$ cat src/hw/rtl/lstp_pkg.sv
// Shared types and constants of the least-scheduled task picker.
package lstp_pkg;

  localparam int unsigned TASK_W = 8;
  localparam int unsigned OP_W   = 2;
  localparam int unsigned WCNT_W = 5;

  typedef enum logic [OP_W-1:0] {
    OP_ADD  = 2'd0,
    OP_TICK = 2'd1,
    OP_END  = 2'd2
  } op_e;

  typedef enum logic [2:0] {
    ST_IDLE,
    ST_ADD,
    ST_SCAN,
    ST_SWAP,
    ST_RESP
  } state_e;

  typedef struct packed {
    logic [TASK_W-1:0] running_task;
    logic              switched;
    logic              no_runnable;
    logic              add_rejected;
    logic [WCNT_W-1:0] waiting_count;
  } res_t;

endpackage

$ cat src/hw/rtl/lstp_if.sv
// Valid/ready channel interfaces for task commands and scheduling results.
interface lstp_in_if import lstp_pkg::*; ();
  logic              valid;
  logic              ready;
  logic [OP_W-1:0]   operation;
  logic [TASK_W-1:0] new_task;

  modport source (output valid, output operation, output new_task, input ready);
  modport sink   (input valid, input operation, input new_task, output ready);
endinterface

interface lstp_out_if import lstp_pkg::*; ();
  logic              valid;
  logic              ready;
  logic [TASK_W-1:0] running_task;
  logic              switched;
  logic              no_runnable;
  logic              add_rejected;
  logic [WCNT_W-1:0] waiting_count;

  modport source (output valid, output running_task, output switched, output no_runnable,
                  output add_rejected, output waiting_count, input ready);
  modport sink   (input valid, input running_task, input switched, input no_runnable,
                  input add_rejected, input waiting_count, output ready);
endinterface

$ cat src/hw/rtl/lstp_ram.sv
// Generic single-write, single-read RAM with registered read data.
module lstp_ram #(
  parameter int unsigned WIDTH = 8,
  parameter int unsigned DEPTH = 16
) (
  input  logic                     clk_i,
  input  logic                     we_i,
  input  logic [$clog2(DEPTH)-1:0] waddr_i,
  input  logic [WIDTH-1:0]         wdata_i,
  input  logic                     re_i,
  input  logic [$clog2(DEPTH)-1:0] raddr_i,
  output logic [WIDTH-1:0]         rdata_o
);

  logic [WIDTH-1:0] mem_q [DEPTH];
  logic [WIDTH-1:0] rdata_q;

  always_ff @(posedge clk_i) begin
    if (we_i) begin
      mem_q[waddr_i] <= wdata_i;
    end
    if (re_i) begin
      rdata_q <= mem_q[raddr_i];
    end
  end

  assign rdata_o = rdata_q;

endmodule

$ cat src/hw/rtl/lstp_ctrl.sv
// Sequencer: add, compaction and least-count scan over the slot RAM, task swap.
module lstp_ctrl import lstp_pkg::*; #(
  parameter int unsigned MAX_TASKS  = 16,
  parameter int unsigned COUNT_BITS = 32,
  localparam int unsigned AW = $clog2(MAX_TASKS),
  localparam int unsigned EW = TASK_W + 1 + COUNT_BITS
) (
  input  logic              clk_i,
  input  logic              rst_ni,
  input  logic              in_valid_i,
  output logic              in_ready_o,
  input  logic [OP_W-1:0]   in_op_i,
  input  logic [TASK_W-1:0] in_task_i,
  output logic              res_valid_o,
  input  logic              res_ready_i,
  output res_t              res_o,
  output logic              mem_we_o,
  output logic [AW-1:0]     mem_waddr_o,
  output logic [EW-1:0]     mem_wdata_o,
  output logic              mem_re_o,
  output logic [AW-1:0]     mem_raddr_o,
  input  logic [EW-1:0]     mem_rdata_i
);

  localparam int unsigned FW = $clog2(MAX_TASKS + 1);

  state_e                state_q, state_d;
  logic [OP_W-1:0]       op_q, op_d;
  logic [TASK_W-1:0]     nt_q, nt_d;
  logic [FW-1:0]         fill_q, fill_d;
  logic [FW-1:0]         rd_q, rd_d;
  logic [FW-1:0]         wr_q, wr_d;
  logic                  pend_q, pend_d;
  logic [AW-1:0]         pidx_q, pidx_d;
  logic                  best_vld_q, best_vld_d;
  logic [AW-1:0]         best_idx_q, best_idx_d;
  logic [TASK_W-1:0]     best_id_q, best_id_d;
  logic [COUNT_BITS-1:0] best_cnt_q, best_cnt_d;
  logic [TASK_W-1:0]     cur_id_q, cur_id_d;
  logic [COUNT_BITS-1:0] cur_cnt_q, cur_cnt_d;
  logic                  sw_q, sw_d;
  logic                  none_q, none_d;
  logic                  rej_q, rej_d;

  logic                  compact;
  logic                  rd_en;
  logic [TASK_W-1:0]     r_task;
  logic                  r_fin;
  logic [COUNT_BITS-1:0] r_cnt;
  logic                  take;
  logic [COUNT_BITS-1:0] cnt_inc;

  assign compact = (op_q == OP_TICK);
  assign rd_en   = (state_q == ST_SCAN) && (rd_q < fill_q);
  assign r_task  = mem_rdata_i[EW-1 -: TASK_W];
  assign r_fin   = mem_rdata_i[COUNT_BITS];
  assign r_cnt   = mem_rdata_i[COUNT_BITS-1:0];
  assign take    = !r_fin && (!best_vld_q || (best_cnt_q > r_cnt));
  assign cnt_inc = (best_cnt_q == {COUNT_BITS{1'b1}}) ? best_cnt_q
                                                      : best_cnt_q + COUNT_BITS'(1);

  always_ff @(posedge clk_i or negedge rst_ni) begin
    if (!rst_ni) begin
      state_q    <= ST_IDLE;
      fill_q     <= '0;
      cur_id_q   <= '0;
      cur_cnt_q  <= '0;
      pend_q     <= 1'b0;
      best_vld_q <= 1'b0;
    end else begin
      state_q    <= state_d;
      fill_q     <= fill_d;
      cur_id_q   <= cur_id_d;
      cur_cnt_q  <= cur_cnt_d;
      pend_q     <= pend_d;
      best_vld_q <= best_vld_d;
    end
  end

  always_ff @(posedge clk_i) begin
    op_q       <= op_d;
    nt_q       <= nt_d;
    rd_q       <= rd_d;
    wr_q       <= wr_d;
    pidx_q     <= pidx_d;
    best_idx_q <= best_idx_d;
    best_id_q  <= best_id_d;
    best_cnt_q <= best_cnt_d;
    sw_q       <= sw_d;
    none_q     <= none_d;
    rej_q      <= rej_d;
  end

  always_comb begin
    state_d     = state_q;
    op_d        = op_q;
    nt_d        = nt_q;
    fill_d      = fill_q;
    rd_d        = rd_q;
    wr_d        = wr_q;
    pend_d      = 1'b0;
    pidx_d      = rd_q[AW-1:0];
    best_vld_d  = best_vld_q;
    best_idx_d  = best_idx_q;
    best_id_d   = best_id_q;
    best_cnt_d  = best_cnt_q;
    cur_id_d    = cur_id_q;
    cur_cnt_d   = cur_cnt_q;
    sw_d        = sw_q;
    none_d      = none_q;
    rej_d       = rej_q;
    in_ready_o  = 1'b0;
    res_valid_o = 1'b0;
    mem_we_o    = 1'b0;
    mem_waddr_o = fill_q[AW-1:0];
    mem_wdata_o = {nt_q, 1'b0, {COUNT_BITS{1'b0}}};
    mem_re_o    = rd_en;
    mem_raddr_o = rd_q[AW-1:0];

    case (state_q)
      ST_IDLE: begin
        in_ready_o = 1'b1;
        if (in_valid_i) begin
          op_d       = in_op_i;
          nt_d       = in_task_i;
          rd_d       = '0;
          wr_d       = '0;
          best_vld_d = 1'b0;
          sw_d       = 1'b0;
          none_d     = 1'b0;
          rej_d      = 1'b0;
          case (in_op_i)
            OP_ADD:  state_d = ST_ADD;
            OP_TICK: state_d = ST_SCAN;
            OP_END:  state_d = ST_SCAN;
            default: state_d = ST_RESP;
          endcase
        end
      end
      ST_ADD: begin
        if (fill_q == FW'(MAX_TASKS)) begin
          rej_d = 1'b1;
        end else begin
          mem_we_o = 1'b1;
          fill_d   = fill_q + FW'(1);
        end
        state_d = ST_RESP;
      end
      ST_SCAN: begin
        if (rd_en) begin
          rd_d   = rd_q + FW'(1);
          pend_d = 1'b1;
        end
        if (pend_q) begin
          if (compact && !r_fin) begin
            mem_we_o    = 1'b1;
            mem_waddr_o = wr_q[AW-1:0];
            mem_wdata_o = mem_rdata_i;
            wr_d        = wr_q + FW'(1);
          end
          if (take) begin
            best_vld_d = 1'b1;
            best_idx_d = compact ? wr_q[AW-1:0] : pidx_q;
            best_id_d  = r_task;
            best_cnt_d = r_cnt;
          end
        end
        if (!rd_en && !pend_q) begin
          if (compact) begin
            fill_d = wr_q;
          end
          state_d = ST_SWAP;
        end
      end
      ST_SWAP: begin
        if (best_vld_q) begin
          mem_we_o    = 1'b1;
          mem_waddr_o = best_idx_q;
          mem_wdata_o = {cur_id_q, (op_q == OP_END), cur_cnt_q};
          cur_id_d    = best_id_q;
          cur_cnt_d   = cnt_inc;
          sw_d        = 1'b1;
        end else begin
          none_d = 1'b1;
        end
        state_d = ST_RESP;
      end
      ST_RESP: begin
        res_valid_o = 1'b1;
        if (res_ready_i) begin
          state_d = ST_IDLE;
        end
      end
      default: state_d = ST_IDLE;
    endcase
  end

  assign res_o = '{running_task:  cur_id_q,
                   switched:      sw_q,
                   no_runnable:   none_q,
                   add_rejected:  rej_q,
                   waiting_count: WCNT_W'(fill_q)};

  a_fill_bound: assert property (@(posedge clk_i) disable iff (!rst_ni)
    fill_q <= FW'(MAX_TASKS))
    else $error("fill level beyond table depth");

  a_no_rw_clash: assert property (@(posedge clk_i) disable iff (!rst_ni)
    (mem_we_o && mem_re_o) |-> (mem_waddr_o != mem_raddr_o))
    else $error("slot written and read in the same cycle");

  a_compact_behind: assert property (@(posedge clk_i) disable iff (!rst_ni)
    (state_q == ST_SCAN && pend_q) |-> (wr_q <= FW'(pidx_q)))
    else $error("compaction write ran ahead of the read");

  a_pick_in_table: assert property (@(posedge clk_i) disable iff (!rst_ni)
    (state_q == ST_SWAP && best_vld_q) |-> (FW'(best_idx_q) < fill_q))
    else $error("chosen slot outside occupied table");

  a_swap_flags: assert property (@(posedge clk_i) disable iff (!rst_ni)
    (state_q == ST_SWAP) |=> (sw_q != none_q))
    else $error("swap result flags inconsistent");

endmodule

$ cat src/hw/rtl/least_scheduled_task_picker.sv
// Least-scheduled task picker: command channel in, one result per command out.
//
// Usage: task_i carries commands (operation, new_task); result_o returns one
// result for each command (running task, switched, no_runnable, add_rejected,
// waiting_count). Both channels transfer on valid and ready high at a clock edge.
// Commands are handled one at a time. An add passes the add state, then the result
// state, then the output register; tick and end first make one pass of the slot RAM
// read port over the occupied slots (tick compacts in that pass), then pass the
// swap state, the result state and the output register.
// An unused operation code goes straight to the result state with the state unchanged.
// The next command is accepted in the cycle after the previous result enters the
// output register.
// A finished result waits in an output register, so the next command is
// accepted while result_o is stalled; it finishes its work and then holds until
// the register frees.
// Reset (asynchronous, active low) empties the table and makes task 0 the
// running task with a zero count; no clearing pass is needed.
module least_scheduled_task_picker import lstp_pkg::*; #(
  parameter int unsigned MAX_TASKS  = 16,
  parameter int unsigned COUNT_BITS = 32
) (
  input  logic        clk_i,
  input  logic        rst_ni,
  lstp_in_if.sink     task_i,
  lstp_out_if.source  result_o
);

  localparam int unsigned AW = $clog2(MAX_TASKS);
  localparam int unsigned EW = TASK_W + 1 + COUNT_BITS;

  logic          res_valid;
  logic          res_ready;
  res_t          res;
  logic          mem_we;
  logic [AW-1:0] mem_waddr;
  logic [EW-1:0] mem_wdata;
  logic          mem_re;
  logic [AW-1:0] mem_raddr;
  logic [EW-1:0] mem_rdata;
  logic          out_valid_q;
  res_t          out_q;

  lstp_ctrl #(
    .MAX_TASKS  (MAX_TASKS),
    .COUNT_BITS (COUNT_BITS)
  ) u_ctrl (
    .clk_i       (clk_i),
    .rst_ni      (rst_ni),
    .in_valid_i  (task_i.valid),
    .in_ready_o  (task_i.ready),
    .in_op_i     (task_i.operation),
    .in_task_i   (task_i.new_task),
    .res_valid_o (res_valid),
    .res_ready_i (res_ready),
    .res_o       (res),
    .mem_we_o    (mem_we),
    .mem_waddr_o (mem_waddr),
    .mem_wdata_o (mem_wdata),
    .mem_re_o    (mem_re),
    .mem_raddr_o (mem_raddr),
    .mem_rdata_i (mem_rdata)
  );

  lstp_ram #(
    .WIDTH (EW),
    .DEPTH (MAX_TASKS)
  ) u_slots (
    .clk_i   (clk_i),
    .we_i    (mem_we),
    .waddr_i (mem_waddr),
    .wdata_i (mem_wdata),
    .re_i    (mem_re),
    .raddr_i (mem_raddr),
    .rdata_o (mem_rdata)
  );

  assign res_ready = !out_valid_q || result_o.ready;

  always_ff @(posedge clk_i or negedge rst_ni) begin
    if (!rst_ni) begin
      out_valid_q <= 1'b0;
    end else if (res_ready) begin
      out_valid_q <= res_valid;
    end
  end

  always_ff @(posedge clk_i) begin
    if (res_ready && res_valid) begin
      out_q <= res;
    end
  end

  assign result_o.valid         = out_valid_q;
  assign result_o.running_task  = out_q.running_task;
  assign result_o.switched      = out_q.switched;
  assign result_o.no_runnable   = out_q.no_runnable;
  assign result_o.add_rejected  = out_q.add_rejected;
  assign result_o.waiting_count = out_q.waiting_count;

endmodule
$ cat src/flat_wrapper.sv
// flat-port wrapper written by rule: the top's interface ports become plain ports
module least_scheduled_task_picker_flat import lstp_pkg::*;
#(
  parameter int unsigned MAX_TASKS  = 16,
  parameter int unsigned COUNT_BITS = 32
)
  (clk_i, rst_ni, task_i_valid, task_i_operation, task_i_new_task, task_i_ready, result_o_valid, result_o_running_task, result_o_switched, result_o_no_runnable, result_o_add_rejected, result_o_waiting_count, result_o_ready);
  lstp_in_if task_i_i ();
  lstp_out_if result_o_i ();
  input  logic clk_i;
  input  logic rst_ni;
  input wire logic [$bits(task_i_i.valid)-1:0] task_i_valid;
  input wire logic [$bits(task_i_i.operation)-1:0] task_i_operation;
  input wire logic [$bits(task_i_i.new_task)-1:0] task_i_new_task;
  output wire logic [$bits(task_i_i.ready)-1:0] task_i_ready;
  output wire logic [$bits(result_o_i.valid)-1:0] result_o_valid;
  output wire logic [$bits(result_o_i.running_task)-1:0] result_o_running_task;
  output wire logic [$bits(result_o_i.switched)-1:0] result_o_switched;
  output wire logic [$bits(result_o_i.no_runnable)-1:0] result_o_no_runnable;
  output wire logic [$bits(result_o_i.add_rejected)-1:0] result_o_add_rejected;
  output wire logic [$bits(result_o_i.waiting_count)-1:0] result_o_waiting_count;
  input wire logic [$bits(result_o_i.ready)-1:0] result_o_ready;
  assign task_i_i.valid = task_i_valid;
  assign task_i_i.operation = task_i_operation;
  assign task_i_i.new_task = task_i_new_task;
  assign task_i_ready = task_i_i.ready;
  assign result_o_valid = result_o_i.valid;
  assign result_o_running_task = result_o_i.running_task;
  assign result_o_switched = result_o_i.switched;
  assign result_o_no_runnable = result_o_i.no_runnable;
  assign result_o_add_rejected = result_o_i.add_rejected;
  assign result_o_waiting_count = result_o_i.waiting_count;
  assign result_o_i.ready = result_o_ready;
  least_scheduled_task_picker #(.MAX_TASKS(MAX_TASKS), .COUNT_BITS(COUNT_BITS)) u_core (.clk_i(clk_i), .rst_ni(rst_ni), .task_i(task_i_i), .result_o(result_o_i));
endmodule
$ cat config.mk
export PLATFORM = sky130hd
export DESIGN_NAME = least_scheduled_task_picker_flat
export DESIGN_NICKNAME = d
export VERILOG_FILES = /design/src/hw/rtl/lstp_pkg.sv /design/src/hw/rtl/lstp_if.sv /design/src/hw/rtl/lstp_ram.sv /design/src/hw/rtl/lstp_ctrl.sv /design/src/hw/rtl/least_scheduled_task_picker.sv /design/src/flat_wrapper.sv
export SDC_FILE = /design/constraint.sdc
export NUM_CORES = 1
export LEC_CHECK = 0
export ABC_AREA = 1
export ABC_CLOCK_PERIOD_IN_PS = 4400
export BUFFER_PORTS_ARGS = -buffer_cell sky130_fd_sc_hd__buf_2
export CAP_MARGIN = 30
export CORE_UTILIZATION = 54
export DETAILED_ROUTE_END_ITERATION = 8
export GPL_TIMING_DRIVEN = 0
export PLACE_DENSITY = 0.73
export SLEW_MARGIN = 0
export SYNTH_ARGS = -nofsm -noshare
export SYNTH_HDL_FRONTEND = slang
export SYNTH_SLANG_ARGS = --single-unit
$ cat constraint.sdc
create_clock -name clk_i -period 4.4 [get_ports clk_i]
set_clock_uncertainty 0.05 [all_clocks]
set_input_delay 0.88 -clock clk_i [delete_from_list [all_inputs] [get_ports clk_i]]
set_output_delay 0.88 -clock clk_i [all_outputs]
set_load 0.02 [all_outputs]
Yosys cells after proc, flatten, opt, wreduce, memory -nomap -nowiden
Memories as Yosys holds them, arrays and structs flattened. A register that Yosys moved wholly into a read port is not among the register bits.
Cells that the tools add are included.
- input port bits: 14
- bits in writable memories: 656
- word-level logic and storage cells: 129
- register bits after elaboration: 138
- memories: 1
- reductions and logical operators: 31
- $lt $le $gt $ge: 2
- add/sub/neg operators: 4
- muxes and demuxes: 46
- equality and inequality tests: 22
- memories (name ; words ; width ; read ports ; clocked after Yosys merged registers in ; wr ports ; line ; RTL):
    u_core.u_slots.mem_q ; 16 ; 41 ; 1 ; 1 ; 1 ; lstp_ram.sv:15 ; logic [WIDTH-1:0] mem_q [DEPTH];
- operators with widths (operator ; count):
    $mux 41 ; 3
    $pmux 41 s2 ; 1
    $mux 5 ; 7
    $add 32x1->32 const B ; 1
    $eq 32x32->1 const B ; 1
    $gt 32x32->1 ; 1
    $mux 32 ; 1
    $pmux 5 s2 ; 3
    $ne 2x2->1 const B ; 9
    $reduce_and 3->1 ; 6
    $mux 1 ; 16
    $mux 4 ; 4
    $add 5x1->5 const B ; 3
    $pmux 3 s4 ; 1
    $reduce_and 4->1 ; 3
    $mux 3 ; 3
    $pmux 1 s2 ; 4
    $pmux 4 s2 ; 1
    $reduce_bool 2->1 ; 4
    $eq 3x2->1 const B ; 2
    $ne 2x1->1 const B ; 3
    $pmux 3 s2 ; 1
    $eq 5x5->1 const B ; 1
    $logic_and 1x1->1 ; 5
    other kinds (12) ; 21

Longest topological paths before layout
Gate-level depths: netlist (run 1).
- depth after elaboration: 7
- mapped depth: 20
- gate-level depth less buffers: 20

Hierarchy
Synthesis (run 1) repeated with hierarchy kept, for this count alone.
- cells, all modules: 3544
- area, all modules: 37025.5 um2
- by module, submodules not included (module ; area an instance (um2) ; times used ; cells an instance):
    lstp_ram ; 29514.6 ; 1 ; 2708
    lstp_ctrl ; 6985.4 ; 1 ; 814
    least_scheduled_task_picker ; 525.5 ; 1 ; 22

Worst setup path after synthesis (run 1)
OpenSTA, ideal clock, no wires.
- kind: register to register
- from: register u_core.u_ctrl.state_q[2]
- to: memory u_core.u_slots.mem_q[1][0] (netlist name), enable pin
- arrival: 3273 ps
- path slack: 638 ps
- cell stages (with the launch flop): 13
- buffers on the path: 1
- cells stage by stage: dfrtp_1 > nor2_2 > inv_2 > nor2_4 > inv_2 > nor2_4 > nand3_4 > clkinv_4 > nor2_2 > buf_6 > a21oi_2 > nand2_1 > nor2_1
- cells in the longest elaborated chain, start to end: 4
- elaborated cells on any way between the ends: 7
- classes of those cells: eq/ne: 3; mux: 4
- ends and longest elaborated chain (what ; line ; RTL):
    start: declaration ; lstp_ctrl.sv:27 ; state_e state_q, state_d;
    start signal: assignment ; lstp_ctrl.sv:71 ; state_q <= state_d;
    $eq 3x2->1 / $eq 3x1->1 (equally long branches) ; lstp_ctrl.sv:120 ; case (state_q)
    $pmux 1 s3 ; lstp_ctrl.sv:120 ;
    $mux 1 ; lstp_ram.sv:19 ; if (we_i) begin
    $mux 1 (implied by the code) ; lstp_ram.sv:20 ; mem_q[waddr_i] <= wdata_i;
    end: declaration ; lstp_ram.sv:15 ;
Several ways; a longest one is shown, not always the timed one.

Final worst setup path (run 1)
- from: register u_core.u_ctrl.state_q[2]
- to: memory u_core.u_slots.mem_q[5][24] (netlist name), enable pin
Same word-level chain as after synthesis.

==> summary.txt, run 1 <==
Timing
  • Final Hold Vio Count: 0
  • Final cycle utilization of the critical path: 85.3%
  • Max Clock Freq: 266 MHz
  • Unrepaired setup endpoints after global routing: false
  • Final setup vio count: 0
  • Worst hold slack: 0.121 ns
  • Max Transition Viols Final: 0
  • Setup_tns: 0 ns
  • Slew at the pin closest to its max-slew limit: 1.04 ns
  • Relative max-transition margin: 30.6%
  • Minimum clock period: 3.75 ns

Final layout
  • Number of diodes added for antenna fixing: 0
  • Area Growth Syn to Fin: 13.7%
  • Final design utilization: 62.2%
  • Final-stage net count: 2897
  • Share of cells above drive strength 1: 9.93%

Synthesis
  • Register bit total from synthesis: 835
  • Post-Synthesis Cell Area: 0.0338 mm^2
  • Simple-Gate Fraction of Synth Area: 11.4%
  • Count of flip-flops with a built-in enable after synthesis: 780
  • Proportion of synthesized chip area in sequential cells: 73.2%
  • Fraction of registers with async set/reset: 6.11%
  • Synthesized Nets: 2727
  • Synthesis warning total: 0
  • Share of synthesized area spent on multiplexers: 0%
  • Synthesized netlist cell count: 2670
  • Count of cell types in the netlist: 47
  • Area share of fa/ha/maj cells after synthesis: 1.59%
  • Synth Flop Type: sky130_fd_sc_hd__edfxtp_1
  • Synth Area in XOR/XNOR: 0.570%
  • Combinational family with the most area after synthesis: simple AND/OR/NAND/NOR gates
  • Mean post-synth cell area: 12.7 um^2
  • Complex-gate fraction of the synthesized area: 9.95%

Clock network
  • Library cell used as clock root buffer: sky130_fd_sc_hd__clkbuf_16
  • TritonCTS clock tree: done
  • Clock slew at the register clock pins of the worst setup and hold paths: 0.06 ns
  • Quantity of hold-fixing buffers added after cts: 0
  • Post-CTS sizing: 0
  • Deepest clock path buffer count: 3
  • Worst-skew pair later-pin latency: 0.63 ns
  • Setup Fix Bufs, Post-CTS: 0
  • CTS buffer count: 84
  • H-tree depth: 3
  • Clock sink count: 835

Critical path
  • Maximum fanout along the worst path: 21
  • Slowest cell delay on critical path: 0.88 ns
  • CP startpoint kind: flip-flop
  • Type of destination of the critical path: flip-flop
  • Critical path required time: 4.66 ns
  • Critical path cell sequence: nor2_2 > inv_2 > nor2_4 > inv_2 > nor2_4 > nand3_4 > clkinv_4 > nor2_2 > a21oi_1 > nand3_1 > nor2_4 > buf_12
  • Start of the worst register-to-register path: u_core.u_ctrl.state_q[2]
  • Setup slack of the most critical reg-to-reg path: 0.65 ns
  • Worst-case reg-to-reg path depth: 12
  • Crit-path slowest cell: sky130_fd_sc_hd__nor2_4
  • Data arrival time of the critical path: 4.02 ns
  • Crit path kind: reg2reg
  • Worst r2r dst: u_core.u_slots.mem_q[5][24]
  • CP most frequent cell: sky130_fd_sc_hd__nor2_4

Die
  • Chip height: 252 um
  • Die Wd: 252 um
  • Initial Utilization: 54.7%
  • Total number of placement rows: 91
  • Die area: 0.0637 mm^2
  • Placeable core area: 0.0618 mm^2
  • Number of ports placed on the die boundary: 32

Global routing
  • Global route overflow: 0
  • Pin count of the biggest net entering global routing: 42
  • Vias in the first global route: 23200
  • Antenna violations before repair: 2
  • First-pass GRT wire length: 143 mm
  • Total GRT Usage: 30.9%

Power and ir drop
  • Cell internal pwr: 15.4 mW
  • Net switching power: 8.92 mW
  • Worst vdd ir: 0.000294 V
  • Power per unit of standard cell area: 631 mW/mm^2
  • Combinational fraction of design power: 30.9%
  • Switching share of power: 36.7%
  • Part of the power in the clock network: 28.1%
  • Relative contribution of sequential cells to total power: 41.0%
  • Leak Pwr: 14.1 nW

Routing
  • # DRC: 0
  • Wire length per cell after detailed routing: 26.3 um
  • Count of antenna-violating nets left after detailed routing: 0
  • Routed vias/inst: 6.30
  • Detailed-route wire length: 98.1 mm
  • Vias post-DR: 23600
  • Drt pass-1 iters: 9
  • Detailed router's first-iteration violation count: 3468

Min path
  • Class of the most critical hold timing path: in2async

Place
  • Detailed placement HPWL: 65.6 mm
  • Count of input and output buffers: 31
  • Placer congestion estimate: 0.915

Outcome
  • Result of the run: finished clean

Flow run
  • Max Cap Violations: 0
-- worst max-delay path: cells and delay by family, from the launching register on --
family | cells | cell delay (ns)
AO/OA/AOI/OAI | 1 | 0.35
buffers and inverters | 4 | 0.62
flip-flops | 1 | 0.41
AND/OR/NAND/NOR | 7 | 1.95
-- metal layers --
layer	wire (um)	global-route usage [%]
met5	19	0
met4	4230	14.5
met3	12900	7.90
met2	45600	49.1
met1	35400	40.2
-- how the worst max path moves through the flow --
stage | start | end | slack [ns]
after floorplan | u_core.u_ctrl.state_q[2] | u_core.u_slots.mem_q[1][0] | 0.64
final | u_core.u_ctrl.state_q[2] | u_core.u_slots.mem_q[5][24] | 0.65
after CTS | u_core.u_ctrl.state_q[2] | u_core.u_slots.mem_q[5][24] | 0.76
after detailed placement | u_core.u_ctrl.state_q[2] | u_core.u_slots.mem_q[5][20] | 0.79
after global routing | u_core.u_ctrl.state_q[2] | u_core.u_slots.mem_q[5][26] | 0.58
after global placement | u_core.u_ctrl.state_q[2] | u_core.u_slots.mem_q[0][13] | -2.00
-- cells in the final DEF (no fill, tap or decap), types with 73 or more instances in the layout --
cell type	instances
sky130_fd_sc_hd__a21oi_1	139
sky130_fd_sc_hd__clkbuf_1	118
sky130_fd_sc_hd__clkbuf_16	87
sky130_fd_sc_hd__edfxtp_1	780
sky130_fd_sc_hd__inv_1	118
sky130_fd_sc_hd__nand2_1	492
sky130_fd_sc_hd__nand3_1	100
sky130_fd_sc_hd__nor2_1	209
sky130_fd_sc_hd__o21ai_0	267
sky130_fd_sc_hd__o22ai_1	73
-- power by group through the flow --
stage / registers, mW / clock network [mW] / logic [mW]
floorplan: 10.0 / 0 / 4.08
global placement: 10.1 / 0 / 6.74
detailed placement: 10.1 / 0 / 7.12
CTS: 9.94 / 6.85 / 7.19
global route: 10.0 / 7.16 / 7.92
finish: 9.95 / 6.83 / 7.50
-- synthesized netlist by cell type, drive strengths merged (32+ instances only) --
cell    instances  area (um^2)
a21oi         140          704
ha             43          538
nand3         103          538
nand4          42          269
edfxtp        780        23400
clkbuf        103          387
dfrtp          51         1280
nand2         497         1890
o22ai          75          469
inv           124          465
o221ai         32          280
buf            42          211
o21ai         277         1390
nor2          234          923
a221oi         49          429
-- final cells by class --
class | count | area, um^2
Buffer | 145 | 598
Clock inverter | 44 | 349
Multi-Input combinational cell | 1562 | 8110
Timing Repair Buffer | 84 | 861
Inverter | 128 | 485
Tap cell | 837 | 1050
Clock buffer | 102 | 2230
Fill cell | 4474 | 23400
Sequential cell | 835 | 24800
-- registers in the layout, indices dropped and copies added, names as in the netlist, 5 cells and up --
register / count
u_core.u_ctrl.rd_q: 5
u_core.u_ctrl.nt_q: 8
u_core.u_slots.mem_q: 656
u_core.result_o.running_task: 8
u_core.u_ctrl.best_cnt_q: 32
u_core.result_o.waiting_count: 5
u_core.u_ctrl.fill_q: 5
u_core.u_ctrl.wr_q: 5
u_core.u_ctrl.cur_cnt_q: 32
u_core.u_slots.rdata_o: 41
u_core.u_ctrl.cur_id_q: 8
u_core.u_ctrl.best_id_q: 8
-- stage by stage --
step,worst slack [ns],instances,area (um^2),power (mW)
6_report,0.646,3737,38500,24.3
2_1_floorplan,0.638,2670,33800,14.1
4_1_cts,0.758,3736,38400,24.0
5_1_grt,0.579,3737,38500,25.1
3_5_place_dp,0.789,3590,35900,17.2
3_3_place_gp,-2.00,3538,35000,16.9
-- logic make-up after synthesis --
logic type      after synthesis
fa+ha+maj                    43
compound gates              585
xor+xnor                     22
flops                       835
buf+inv                     273
simple gates                912
No activity file was read; power rests on OpenSTA's default activity.
==> run 2, diff against run 1 <==
--- a/config.mk
+++ b/config.mk
@@ -9,10 +9,11 @@
 export ABC_CLOCK_PERIOD_IN_PS = 4400
 export BUFFER_PORTS_ARGS = -buffer_cell sky130_fd_sc_hd__buf_2
 export CAP_MARGIN = 30
-export CORE_UTILIZATION = 54
+export CORE_ASPECT_RATIO = 1.2
+export CORE_UTILIZATION = 55
 export DETAILED_ROUTE_END_ITERATION = 8
 export GPL_TIMING_DRIVEN = 0
-export PLACE_DENSITY = 0.73
+export PLACE_DENSITY = 0.74
 export SLEW_MARGIN = 0
 export SYNTH_ARGS = -nofsm -noshare
 export SYNTH_HDL_FRONTEND = slang
==> run 2 against run 1 <==
  * Non-clock buffer count fell by 3
  * Routed wire length fell by 3.3%
  * Final area fell by 0.41%
  * Critical path depth fell by 1
  * Critical path type unchanged
==> summary.txt, run 2 (synthesis results as in run 1) <==
Clock network
  • Worst-skew pair later-pin latency: 0.64 ns (about the same)
  • Clock sink count: 835 (unchanged)
  • Deepest clock path buffer count: 3 (unchanged)
  • TritonCTS clock tree: done
  • H-tree depth: 3 (unchanged)
  • Library cell used as clock root buffer: sky130_fd_sc_hd__clkbuf_16
  • Clock slew at the register clock pins of the worst setup and hold paths: 0.07 ns (about the same)
  • Setup Fix Bufs, Post-CTS: 0 (unchanged)
  • Quantity of hold-fixing buffers added after cts: 0 (unchanged)
  • CTS buffer count: 77 (-8.3%)
  • Post-CTS sizing: 0 (unchanged)

Final layout
  • Final-stage net count: 2887 (-0.35%)
  • Area Growth Syn to Fin: 13.2%
  • Flip-flop count of the largest register, all copies and words added: 656 (unchanged)
  • Top library cells by usage in the layout, fill and taps aside: sky130_fd_sc_hd__edfxtp_1, sky130_fd_sc_hd__nand2_1, sky130_fd_sc_hd__o21ai_0
  • Register with the most flip-flops: u_core.u_slots.mem_q
  • Commonest non-fill, non-tap cell in the layout: sky130_fd_sc_hd__edfxtp_1
  • Share of cells above drive strength 1: 9.73% (-0.20 points)
  • Layout fillers: 4361 (-2.5%)
  • Post-route non-filler standard cell count: 3698 (-1.0%)

Place
  • Detailed placement HPWL: 65.7 mm (+0.15%)
  • Count of input and output buffers: 31 (unchanged)
  • Placer congestion estimate: 0.938 (+2.5%)
  • Worst slack at placement: 0.762 ns (-0.0272 ns)
  • Number of cells in the design after placement: 3554 (-1.0%)

Power and ir drop
  • Leak Pwr: 14.1 nW (-0.36%)
  • Power per unit of standard cell area: 625 mW/mm^2 (-0.93%)
  • Worst vdd ir: 0.000329 V (+12%)

Routing
  • Routed vias/inst: 6.23 (-1.1%)
  • Vias post-DR: 23100 (-2.1%)
  • Drt pass-1 iters: 5 (-4)
  • Detailed router's first-iteration violation count: 3381 (-2.5%)
  • # DRC: 0 (unchanged)
  • Count of antenna-violating nets left after detailed routing: 0 (unchanged)
  • Wire length per cell after detailed routing: 25.6 um (-2.3%)
  • Detailed-route wire length: 94.8 mm (-3.3%)

Die
  • Total number of placement rows: 99 (+8.8%)
  • Die Wd: 228 um (-9.5%)
  • Number of ports placed on the die boundary: 32 (unchanged)
  • Die area: 0.0625 mm^2 (-1.8%)
  • Initial Utilization: 55.6% (+0.91 points)
  • Placeable core area: 0.0608 mm^2 (-1.6%)
  • Chip height: 274 um (+8.5%)

Global routing
  • First-pass GRT wire length: 139 mm (-2.6%)
  • Antenna violations before repair: 0 (-2)
  • Vias in the first global route: 22900 (-1.5%)
  • Pin count of the biggest net entering global routing: 41 (-2.4%)
  • Global route overflow: 0 (unchanged)
  • Total GRT Usage: 30.4% (-0.57 points)

Timing
  • Relative max-transition margin: 25.1% (-5.5 points)
  • Minimum clock period: 3.80 ns (+0.0464 ns)
  • Final Hold Vio Count: 0 (unchanged)
  • Max Clock Freq: 263 MHz (-1.2%)
  • Slew at the pin closest to its max-slew limit: 1.12 ns (+0.0846 ns)
  • Final cycle utilization of the critical path: 86.4% (+1.1 points)
  • Unrepaired setup endpoints after global routing: false
  • Post-layout worst setup margin: 0.600 ns (-0.0464 ns)
  • Worst hold slack: 0.0807 ns (-0.0404 ns)
  • Final setup vio count: 0 (unchanged)
  • Max Transition Viols Final: 0 (unchanged)

Critical path
  • CP startpoint kind: flip-flop
  • Data arrival time of the critical path: 4.07 ns (+0.05 ns)
  • Type of destination of the critical path: flip-flop
  • Crit path kind: reg2reg
  • Critical path required time: 4.67 ns (about the same)
  • Setup slack of the most critical reg-to-reg path: 0.60 ns (-0.05 ns)
  • Maximum fanout along the worst path: 21 (unchanged)

Flow run
  • Max Cap Violations: 0 (unchanged)

Min path
  • Class of the most critical hold timing path: in2async

Outcome
  • Result of the run: finished clean
-- run 2: cell types whose count changed in the layout (fill, tap and decap cells not counted), sizes merged, moves of 3 or more --
| cell | previous run | this run |
|---|---|---|
| buf | 126 | 123 |
| bufinv | 5 | 8 |
| clkbuf | 205 | 197 |
| clkinv | 38 | 33 |
| inv | 126 | 129 |
-- run 2: layout make-up --
type                       instances  area (um^2)  area share (%)
antenna                            2         5.00          0.0131
buffer                           145          598            1.56
clock buffer                      94         2090            5.45
clock inverter                    43          439            1.15
inverter                         128          485            1.27
multi-input combinational       1562         8110            21.2
sequential                       835        24800            64.7
tap                              808         1010            2.64
timing repair buffer              81          791            2.06
-- run 2: worst max-delay path: stages, from the launching register on --
cell                      delay [ns]
sky130_fd_sc_hd__dfrtp_1        0.41
sky130_fd_sc_hd__nor2_2         0.14
sky130_fd_sc_hd__inv_2          0.07
sky130_fd_sc_hd__nor2_2         0.14
sky130_fd_sc_hd__nand2_2        0.23
sky130_fd_sc_hd__inv_2          0.11
sky130_fd_sc_hd__buf_2          0.23
sky130_fd_sc_hd__nor2_2         0.10
sky130_fd_sc_hd__a21oi_1        0.36
sky130_fd_sc_hd__nand3_1        0.44
sky130_fd_sc_hd__nor2_4         0.85
sky130_fd_sc_hd__buf_12         0.28
-- run 2: through the flow --
step           power [mW]  TNS (ns)  utilization, %  area, um^2
6_report             24.0         0            63.0       38300
5_1_grt              24.8         0            63.0       38300
4_1_cts              23.7         0            62.9       38300
3_5_place_dp         17.1         0            58.8       35700
3_3_place_gp         16.7   -988.61            57.5       35000
2_1_floorplan        14.1         0               -       33800
-- run 2: final timing paths --
check / cells past startpoint / from / endpoint
max: 11 / u_core.u_ctrl.state_q[2] / u_core.u_slots.mem_q[5][8]
min: 1 / rst_ni / u_core.u_ctrl.pend_q
max reg2reg: 11 / u_core.u_ctrl.state_q[2] / u_core.u_slots.mem_q[5][8]
min reg2reg: 0 / u_core.u_ctrl.sw_q / u_core.result_o.switched
max in group asynchronous: 2 / rst_ni / u_core.u_ctrl.cur_cnt_q[10]
min in group clk_i: 1 / task_i_new_task[0] / u_core.u_ctrl.nt_q[0]
-- run 2: layer usage --
metal	vias to the layer above	global-route usage, %	routed length, um
met2	1507	51.0	46600
met4	0	15.3	4140
met3	264	5.67	10200
li1	10100	-	-
met1	11200	38.0	34000
met5	-	0	0
-- run 2: power by group --
part / internal, mW / leakage, nW / total [mW] / switching [mW]
Sequential: 9.61 / 8.61 / 9.96 / 0.351
Clock: 3.86 / 1.24 / 6.75 / 2.90
Combinational: 1.83 / 4.21 / 7.24 / 5.41
Total: 15.3 / 14.1 / 24.0 / 8.66
